### config.mk
export PLATFORM = sky130hd
export DESIGN_NAME = srv_ctrl
export DESIGN_NICKNAME = d
export VERILOG_FILES = /design/src/sv/assert_macros.svh /design/src/sv/srv_pkg.sv /design/src/sv/srv_ctrl.sv
export SDC_FILE = /design/constraint.sdc
export NUM_CORES = 1
export LEC_CHECK = 0
export BUFFER_PORTS_ARGS = -buffer_cell sky130_fd_sc_hd__buf_4
export CELL_PAD_IN_SITES_DETAIL_PLACEMENT = 0
export CELL_PAD_IN_SITES_GLOBAL_PLACEMENT = 1
export CORE_UTILIZATION = 31
export CTS_CLUSTER_SIZE = 12
export DETAILED_ROUTE_END_ITERATION = 10
export PLACE_DENSITY_LB_ADDON = 0.25
export SYNTH_ARGS = -nofsm -noshare
export SYNTH_HDL_FRONTEND = slang
export SYNTH_SLANG_ARGS = --single-unit
### constraint.sdc
create_clock -name i_clk -period 1.7 [get_ports i_clk]
set_input_delay 0.425 -clock i_clk [delete_from_list [all_inputs] [get_ports i_clk]]
set_output_delay 0.425 -clock i_clk [all_outputs]
set_load 0.05 [all_outputs]
### src/sv/assert_macros.svh
// ----------------------------------------------------------------------------
// Assertion macros
// Concurrent assertion wrappers clocked on i_clk and disabled during reset.
// ----------------------------------------------------------------------------
`ifndef ASSERT_MACROS_SVH
`define ASSERT_MACROS_SVH

`ifndef SYNTH
// Property must hold at every clock edge outside reset.
`define SRV_ASSERT(lbl, prop, msg) \
    lbl: assert property (@(posedge i_clk) disable iff (!i_rst_n) prop) else $error(msg);
// Condition must never be true outside reset.
`define SRV_ASSERT_NEVER(lbl, cond, msg) \
    lbl: assert property (@(posedge i_clk) disable iff (!i_rst_n) !(cond)) else $error(msg);
`else
`define SRV_ASSERT(lbl, prop, msg)
`define SRV_ASSERT_NEVER(lbl, cond, msg)
`endif

`endif

### src/sv/srv_pkg.sv
// ----------------------------------------------------------------------------
// srv_pkg
// Shared constants, types and arithmetic helpers of the reverberator.
// ----------------------------------------------------------------------------
package srv_pkg;

    localparam int COMB_DEPTH = 16384;
    localparam int AP_DEPTH   = 1024;
    localparam int SAMPLE_W   = 24;
    localparam int STORE_W    = 28;
    localparam int GAIN_W     = 16;
    localparam int N_COMB     = 4;
    localparam int N_AP       = 3;

    localparam int CADDR_W    = $clog2(COMB_DEPTH);
    localparam int AADDR_W    = $clog2(AP_DEPTH);
    localparam int CLEN_W     = 15;
    localparam int ALEN_W     = 11;
    localparam int PROD_W     = STORE_W + GAIN_W + 1;
    localparam int WIDE_W     = STORE_W + 2;
    localparam int CFG_W      = 16;
    localparam int CFG_IDX_W  = 3;
    localparam int SEC_W      = 2;

    localparam logic [GAIN_W-1:0] COMB_GAIN [N_COMB] = '{
        GAIN_W'(52756), GAIN_W'(54198), GAIN_W'(51315), GAIN_W'(50070)
    };
    localparam logic [CLEN_W-1:0] CLEN_RST [N_COMB] = '{
        CLEN_W'(6920), CLEN_W'(5976), CLEN_W'(7764), CLEN_W'(8624)
    };
    localparam logic [ALEN_W-1:0] ALEN_RST [N_AP] = '{
        ALEN_W'(960), ALEN_W'(322), ALEN_W'(92)
    };
    localparam logic [GAIN_W-1:0] AP_GAIN_RST = GAIN_W'(45875);

    typedef enum logic [CFG_IDX_W-1:0] {
        REG_COMB0, REG_COMB1, REG_COMB2, REG_COMB3,
        REG_AP0, REG_AP1, REG_AP2, REG_AP_GAIN
    } t_reg_idx;

    // Commands from the controller to the datapath.
    typedef struct packed {
        logic             clear;
        logic             accept;
        logic             rd;
        logic             cmul;
        logic             cwr;
        logic             amul1;
        logic             aout;
        logic             amul2;
        logic             awr;
        logic             load_out;
        logic [SEC_W-1:0] sec;
    } t_cmd;

    typedef struct packed {
        logic clr_done;
    } t_sts;

    // Q0.16 product rounded half up back to the store scale.
    function automatic logic signed [WIDE_W-1:0] gain_round(
        input logic signed [PROD_W-1:0] p
    );
        logic [PROD_W:0] t;
        t = {p[PROD_W-1], p} + (PROD_W+1)'(1 << (GAIN_W - 1));
        return $signed(t[PROD_W:GAIN_W]);
    endfunction

    function automatic logic signed [STORE_W-1:0] sat_store(
        input logic signed [WIDE_W-1:0] v
    );
        logic [WIDE_W-STORE_W:0] top;
        top = v[WIDE_W-1:STORE_W-1];
        if (top == '0 || top == '1) begin
            return v[STORE_W-1:0];
        end else if (v[WIDE_W-1]) begin
            return {1'b1, {(STORE_W-1){1'b0}}};
        end else begin
            return {1'b0, {(STORE_W-1){1'b1}}};
        end
    endfunction

    function automatic logic signed [SAMPLE_W-1:0] sat_sample(
        input logic signed [STORE_W-1:0] v
    );
        logic [STORE_W-SAMPLE_W:0] top;
        top = v[STORE_W-1:SAMPLE_W-1];
        if (top == '0 || top == '1) begin
            return v[SAMPLE_W-1:0];
        end else if (v[STORE_W-1]) begin
            return {1'b1, {(SAMPLE_W-1){1'b0}}};
        end else begin
            return {1'b0, {(SAMPLE_W-1){1'b1}}};
        end
    endfunction

endpackage

### src/sv/srv_ctrl.sv
// ----------------------------------------------------------------------------
// srv_ctrl
// Sequencer: clearing pass, comb phase, three allpass sections, output load.
// ----------------------------------------------------------------------------
module srv_ctrl (
    input  logic          i_clk,
    input  logic          i_rst_n,
    input  logic          i_in_valid,
    output logic          o_in_ready,
    output logic          o_out_valid,
    input  logic          i_out_ready,
    input  srv_pkg::t_sts i_sts,
    output srv_pkg::t_cmd o_cmd
);
    import srv_pkg::*;

    typedef enum logic [3:0] {
        S_CLEAR, S_IDLE, S_CRD, S_CMUL, S_CWR,
        S_AMUL1, S_AOUT, S_AMUL2, S_AWR, S_DONE
    } t_state;

    t_state           r_state, n_state;
    logic [SEC_W-1:0] r_sec, n_sec;
    logic             r_out_valid, n_out_valid;

    always_ff @(posedge i_clk) begin
        if (!i_rst_n) begin
            r_state     <= S_CLEAR;
            r_sec       <= '0;
            r_out_valid <= 1'b0;
        end else begin
            r_state     <= n_state;
            r_sec       <= n_sec;
            r_out_valid <= n_out_valid;
        end
    end

    always_comb begin
        n_state     = r_state;
        n_sec       = r_sec;
        n_out_valid = r_out_valid && !i_out_ready;
        o_cmd       = '0;
        o_cmd.sec   = r_sec;
        unique case (r_state)
            S_CLEAR: begin
                o_cmd.clear = 1'b1;
                if (i_sts.clr_done) begin
                    n_state = S_IDLE;
                end
            end
            S_IDLE: begin
                if (i_in_valid) begin
                    o_cmd.accept = 1'b1;
                    n_state      = S_CRD;
                end
            end
            S_CRD: begin
                o_cmd.rd = 1'b1;
                n_state  = S_CMUL;
            end
            S_CMUL: begin
                o_cmd.cmul = 1'b1;
                n_state    = S_CWR;
            end
            S_CWR: begin
                // The first allpass product overlaps the comb write-back.
                o_cmd.cwr   = 1'b1;
                o_cmd.amul1 = 1'b1;
                o_cmd.sec   = '0;
                n_sec       = '0;
                n_state     = S_AOUT;
            end
            S_AMUL1: begin
                o_cmd.amul1 = 1'b1;
                n_state     = S_AOUT;
            end
            S_AOUT: begin
                o_cmd.aout = 1'b1;
                n_state    = S_AMUL2;
            end
            S_AMUL2: begin
                o_cmd.amul2 = 1'b1;
                n_state     = S_AWR;
            end
            S_AWR: begin
                o_cmd.awr = 1'b1;
                if (r_sec == SEC_W'(N_AP - 1)) begin
                    n_state = S_DONE;
                end else begin
                    n_sec   = r_sec + SEC_W'(1);
                    n_state = S_AMUL1;
                end
            end
            S_DONE: begin
                if (!r_out_valid || i_out_ready) begin
                    o_cmd.load_out = 1'b1;
                    n_out_valid    = 1'b1;
                    n_state        = S_IDLE;
                end
            end
            default: begin
                n_state = S_IDLE;
            end
        endcase
    end

    assign o_in_ready  = (r_state == S_IDLE);
    assign o_out_valid = r_out_valid;

endmodule

==> qor.yml, run 1 <==
status: "complete, but fails checks"
failed_checks: "setup timing"
clk-insertion-delay-late_ps: 260
setup_viol: 10
holdWs_ps: 430
die_h_um: 40.7
drt_iter0_drc: 8
worstReg2RegEnd: "r_sec[0]"
grt_pass1_wl_um: 2260
path_clk_slew_ps: 50
async_flop_share: 0
ant_nets: 0
rrSetupSlack_ps: 140
dr_total_vias: 555
internal_power_w: 0.000367
fp.dieArea_mm2: 0.00166
area.growth.synth_to_final_pct: 112
grt_pass1_vias: 556
crit_path_end_kind: "output pin"
crit_path_start_kind: "register"
avgSynthCellArea_um2: 8.00
postLayoutCellArea_um2: 985
period_share: 1.10
ys_warn_count: 0
floorplan.initialDensity: 0.344
insertedDiodeCount: 0
fin_util: 0.729
maxSlewViolCount: 0
seqPwrFrac: 0.320
cp.required_ps: 1270
worstMarginPinSlew_ps: 292
synth-edff-count: 0
crit_arrival_ps: 1450
wire_per_inst_um: 14.6
synth_commonest_cells: "dfxtp_1, inv_1, nor2_1"
reg2reg_from: "r_state[1]"
synth_area_um2: 464
io_pins: 19
die_x_um: 40.7
yosysUniqueCellTypes: 27
path_class: "reg2out"
place_congestion: 0.794
yosysSeqAreaShare: 0.302
cts_tree: "built"
wl_um: 1580
core_mm2: 0.00135
place_area_um2: 724
critPathMaxFanout: 4
r2r_cells: 4
min_period_ps: 1870
dr.pass1.iters: 3
finalPower_w: 0.000554
syn_nets: 64
clk_path_buf_depth: 2
hold_path.class: "in2reg"
pre_cts_ws_ps: 21.9
grt_max_degree: 9
switchingPower_w: 0.000187
power_density_mw_per_mm2: 562
io_buffers: 18
max_freq_ghz: 0.534
vdd_drop_max_mv: 0.482
antenna_found_initial: 0
cap_violations: 0
syn_inst: 58
synth_seq_cells: 7
vias_per_cell: 5.14
cts_sinks: 7
clock_skew_ps: 1.94
clkPwrFrac: 0.278
cts_hold_buf: 0
synth_flop_cell: "dfxtp_1"
hold_violations: 0
drc: 0
final_nets: 100
synthTopCellsByArea: "dfxtp_1, nand2b_1, inv_1"
synth_top_area_share: 0.302
setup.worst_path.end: "o_cmd[1]"
timing.final.ws_setup_ps: -173
cts_root_buf: "clkbuf_4"
synth_area_leader_cell: "dfxtp_1"
rsz0062_at_grt: "true"
yosysMostFrequentCell: "dfxtp_1"
combPwrFrac: 0.402
leakage_nw: 0.403
fillers: 96
cts_made_buffers: 3
core.rowCount: 13
worstSetupStartpoint: "r_state[0]"
cts_max_level: 1
relSlewSlack: 0.803
drive_gt1_frac: 0.667
hpwl_um: 916
overflow: 0
sw_frac_of_total: 0.337
track_usage: 0.226
-- metal layers --
layer,global-route usage,vias up,share of wire,wire (um)
met3,0.0543,8,0.043,68
li1,-,277,-,-
met4,0.242,0,0.053,84
met2,0.373,21,0.52,822
met1,0.220,249,0.38,601
met5,0,-,0,0
-- cells in the final DEF (no fill, tap or decap), types with 3 or more instances in the layout --
| cell type | count |
|---|---|
| buf_4 | 17 |
| buf_6 | 11 |
| dfxtp_2 | 3 |
| buf_8 | 7 |
| nor2_4 | 4 |
| o21ai_0 | 3 |
| clkbuf_4 | 3 |
| dfxtp_1 | 3 |
-- worst min path at each step --
stage	startpoint	end	cells past startpoint
2_1_floorplan	r_sec[0]	r_sec[0]	2
4_1_cts	i_rst_n	r_state[3]	2
6_report	i_rst_n	o_out_valid	2
5_1_grt	i_rst_n	o_out_valid	2
3_3_place_gp	r_sec[1]	r_sec[1]	2
3_5_place_dp	r_sec[0]	r_sec[0]	2
-- metrics by stage --
step,instances,TNS (ps)
2_1_floorplan,58,-404
3_3_place_gp,95,0
3_5_place_dp,95,0
4_1_cts,106,-1250
5_1_grt,108,-1640
6_report,108,-1080
-- cell type report --
| cell class | count | area [um^2] | share of cell area |
|---|---|---|---|
| Timing Repair Buffer | 35 | 357 | 0.362 |
| Tap cell | 15 | 18.8 | 0.0191 |
| Clock buffer | 4 | 26.3 | 0.0267 |
| Multi-Input combinational cell | 42 | 407 | 0.413 |
| Sequential cell | 7 | 148 | 0.150 |
| Inverter | 5 | 28.8 | 0.0292 |
-- logic make-up after synthesis --
kind of cell / after synthesis / share of synthesized area
buf+inv: 9 / 0.0782
flops: 7 / 0.302
simple gates: 25 / 0.356
fa+ha+maj: 1 / 0.0269
compound gates: 16 / 0.237
-- critical path, cell delays in order, from the launching register on --
cell     delay (ps)
dfxtp_4         350
or4b_4          540
and2_4          160
buf_8           140
-- registers in the layout (all words and copies together) (netlist names) --
register / count
r_sec: 2
r_state: 4
o_out_valid: 1
-- power by group through the flow --
stage          registers [W]  clock network (W)  logic, W
6_report            0.000177           0.000154  0.000223
4_1_cts             0.000177           0.000162  0.000199
3_3_place_gp        0.000179                  0  0.000143
3_5_place_dp        0.000180                  0  0.000144
5_1_grt             0.000179           0.000167  0.000234
2_1_floorplan       0.000177                  0  0.000109
-- timing repair --
item,4_1_cts,5_1_grt
setup buffers,7,2
endpoints found under the setup margin,12,13
gates resized for setup,33,11
endpoints found under the hold margin,0,0
pin swaps,9,9
Note: power is estimated with default switching activity, not from simulation.
==> run 2, diff against run 1 <==
--- a/config.mk
+++ b/config.mk
@@ -5,12 +5,13 @@
 export SDC_FILE = /design/constraint.sdc
 export NUM_CORES = 1
 export LEC_CHECK = 0
-export BUFFER_PORTS_ARGS = -buffer_cell sky130_fd_sc_hd__buf_4
+export ABC_AREA = 1
 export CELL_PAD_IN_SITES_DETAIL_PLACEMENT = 0
 export CELL_PAD_IN_SITES_GLOBAL_PLACEMENT = 1
-export CORE_UTILIZATION = 31
+export CORE_UTILIZATION = 32
 export CTS_CLUSTER_SIZE = 12
 export DETAILED_ROUTE_END_ITERATION = 10
+export DONT_BUFFER_PORTS = 1
 export PLACE_DENSITY_LB_ADDON = 0.25
 export SYNTH_ARGS = -nofsm -noshare
 export SYNTH_HDL_FRONTEND = slang
==> run 2 against run 1 <==
The run now ends clean. Sequential power increased by 9.6%. Utilization down 10 points. Die area increased by 0.76%. Power is 23% higher. Clock skew grew 2.9 ps. Combinational power up 50%. Fmax grew 10%. Critical path type unchanged. Largest cell class unchanged. Largest power group unchanged.
==> qor.yml, run 2 <==
crit_arrival_ps: 1270  # -180 ps
wire_per_inst_um: 10.9  # -25%
synth_area_um2: 483  # +4.0%
switchingPower_w: 0.000280  # +50%
crit_chain: "nor2_4 -> buf_6 -> nand2_4 -> nor2_4"
antenna_found_initial: 0  # unchanged
hold_path.class: "in2reg"
fin_util: 0.627  # -0.102
die_x_um: 40.9  # +0.38%
drive_gt1_frac: 0.456  # -0.210
yosys.area_share.xor_xnor: 0  # unchanged
vdd_drop_max_mv: 0.574  # +19%
ys_warn_count: 0  # unchanged
critPathMaxFanout: 5  # +1
cts_root_buf: "clkbuf_4"
synth_top_family_by_area: "simple AND/OR/NAND/NOR gates"
path_clk_slew_ps: 50  # about the same
synthAdderAreaFrac: 0.0259  # -0.00105
clk_path_buf_depth: 2  # unchanged
internal_power_w: 0.000403  # +9.8%
dr_total_vias: 555  # unchanged
wl_um: 1290  # -18%
crit_top_cell: "nor2_4"
cp.required_ps: 1270  # about the same
drt_iter0_drc: 4  # -4
combPwrFrac: 0.488  # +0.086
vias_per_cell: 4.70  # -8.5%
avgSynthCellArea_um2: 6.19  # -23%
crit_path_end_kind: "output pin"
synthSimpleGateAreaFrac: 0.459  # +0.103
finalPower_w: 0.000683  # +23%
die_h_um: 40.9  # +0.38%
synth_compound_area_frac: 0.0466  # -0.191
regMostFlops: "r_state"
worstMarginPinSlew_ps: 366  # +73.7 ps
core.rowCount: 13  # unchanged
drc: 0  # unchanged
max_freq_ghz: 0.588  # +10%
power_density_mw_per_mm2: 806  # +43%
syn_nets: 84  # +31%
cts_hold_buf: 0  # unchanged
clkPwrFrac: 0.227  # -0.051
overflow: 0  # unchanged
place_congestion: 0.859  # +8.2%
synth_seq_cells: 7  # unchanged
synth_flop_cell: "dfxtp_1"
rsz0062_at_grt: "true"
syn_inst: 78  # +34%
clk-insertion-delay-late_ps: 260  # about the same
synth_commonest_cells: "inv_1, nand2_1, nor2_1"
io_pins: 19  # unchanged
yosysMostFrequentCell: "inv_1"
min_period_ps: 1700  # -173 ps
ant_nets: 0  # unchanged
largest_reg_flops: 4  # unchanged
seqPwrFrac: 0.285  # -0.035
cts_max_level: 1  # unchanged
layout_common_cells: "inv_1, buf_4, nand2_1"
leakage_nw: 0.427  # +5.9%
crit_path_start_kind: "register"
yosysUniqueCellTypes: 16  # -41%
final_nets: 110  # +10%
hold_violations: 0  # unchanged
area.growth.synth_to_final_pct: 75.4
fp.dieArea_mm2: 0.00167  # +0.76%
hpwl_um: 923  # +0.80%
synthTopCellsByArea: "dfxtp_1, inv_1, nand2_1"
synth.area.mux_share: 0  # unchanged
cts_tree: "built"
cap_violations: 0  # unchanged
synth_area_leader_cell: "dfxtp_1"
track_usage: 0.160  # -0.0658
clock_skew_ps: 4.85  # +2.91 ps
cts_made_buffers: 3  # unchanged
grt_pass1_wl_um: 1700  # -25%
layout_commonest_cell: "inv_1"
period_share: 1.00  # -0.102
status: "complete, no violations"
sw_frac_of_total: 0.410  # +0.0729
io_buffers: 0  # -18
grt_pass1_vias: 418  # -25%
path_class: "reg2out"
setup_viol: 0  # -10
yosysSeqAreaShare: 0.290  # -0.0117
slowest_stage: "dfxtp_4"
floorplan.initialDensity: 0.358  # +0.0139
synth_top_area_share: 0.290  # -0.0117
dr.pass1.iters: 4  # +1
synth-edff-count: 0  # unchanged
core_mm2: 0.00135  # unchanged
maxSlewViolCount: 0  # unchanged
async_flop_share: 0  # unchanged
insertedDiodeCount: 0  # unchanged
cpPeakStageDelay_ps: 360  # -180 ps
relSlewSlack: 0.756  # -0.0477
grt_max_degree: 8  # -1
cts_sinks: 7  # unchanged
==> run 2: cell count changes after synthesis, moves of 3 or more <==
cell / before / now
nor2_1: 5 / 11
nand2b_1: 4 / 0
nand3_1: 0 / 9
nand2_1: 1 / 14
nor2_4: 0 / 3
inv_1: 5 / 20
==> run 2: layout make-up <==
type                            instances  area [um^2]
Fill cell                             115          503
Sequential cell                         7          153
Tap cell                               15         18.8
Clock buffer                            4         26.3
Inverter                               20         81.3
Multi-Input combinational cell         50          320
Timing Repair Buffer                   22          248
==> run 2: cells by family after synthesis <==
family / after synthesis
adder cells (fa/ha/maj): 1
AO/OA/AOI/OAI: 4
AND/OR/NAND/NOR: 45
buffers and inverters: 21
flip-flops: 7
==> run 2: worst paths after layout <==
kind | startpoint | end | slack (ps) | cells past startpoint
hold reg to reg | o_out_valid | o_out_valid | 570 | 4
setup reg to reg | r_state[1] | r_sec[1] | 330 | 8
setup / recovery | r_state[1] | o_cmd[3] | 0.2 | 4
hold / removal | i_rst_n | r_state[0] | 280 | 2
==> run 2: metrics by stage <==
step | setup WS (ps) | instances | TNS, ps | cell area (um^2) | hold slack [ps]
2_1_floorplan | -410 | 78 | -927 | 517 | 546
3_3_place_gp | 145 | 107 | 0 | 712 | 550
3_5_place_dp | 152 | 107 | 0 | 712 | 557
4_1_cts | -8.05 | 111 | -12.3 | 766 | 282
5_1_grt | -48.9 | 118 | -230 | 847 | 279
6_report | 0.236 | 118 | 0 | 847 | 282
==> run 2: layer usage <==
| layer | track usage | routed length, um | vias to the layer above |
|---|---|---|---|
| met2 | 0.234 | 628 | 16 |
| met1 | 0.192 | 561 | 250 |
| met4 | 0.0250 | 11 | 0 |
| li1 | - | - | 287 |
| met5 | 0 | 0 | - |
| met3 | 0.114 | 87 | 2 |
==> run 2: worst max-delay path: cells and delay by family (launching register included) <==
| family | cells | cell delay [ps] |
|---|---|---|
| buffers and inverters | 1 | 130 |
| DFF | 1 | 360 |
| and+or+nand+nor | 3 | 520 |
==> run 2: what timing repair did <==
item                                    in CTS  in global routing
hold endpoints to repair                     0                  0
resized for setup                           10                  8
endpoints found under the setup margin      10                 10
buffers inserted                             0                  7
pin swaps                                    0                  4
==> run 2: power by group through the flow <==
stage	clock network, W	registers (W)	logic [W]
after CTS	0.000157	0.000197	0.000287
final	0.000155	0.000194	0.000334
after detailed placement	0	0.000198	0.000280
after global routing	0.000172	0.000195	0.000355
after floorplan	0	0.000190	0.000193
after global placement	0	0.000198	0.000279
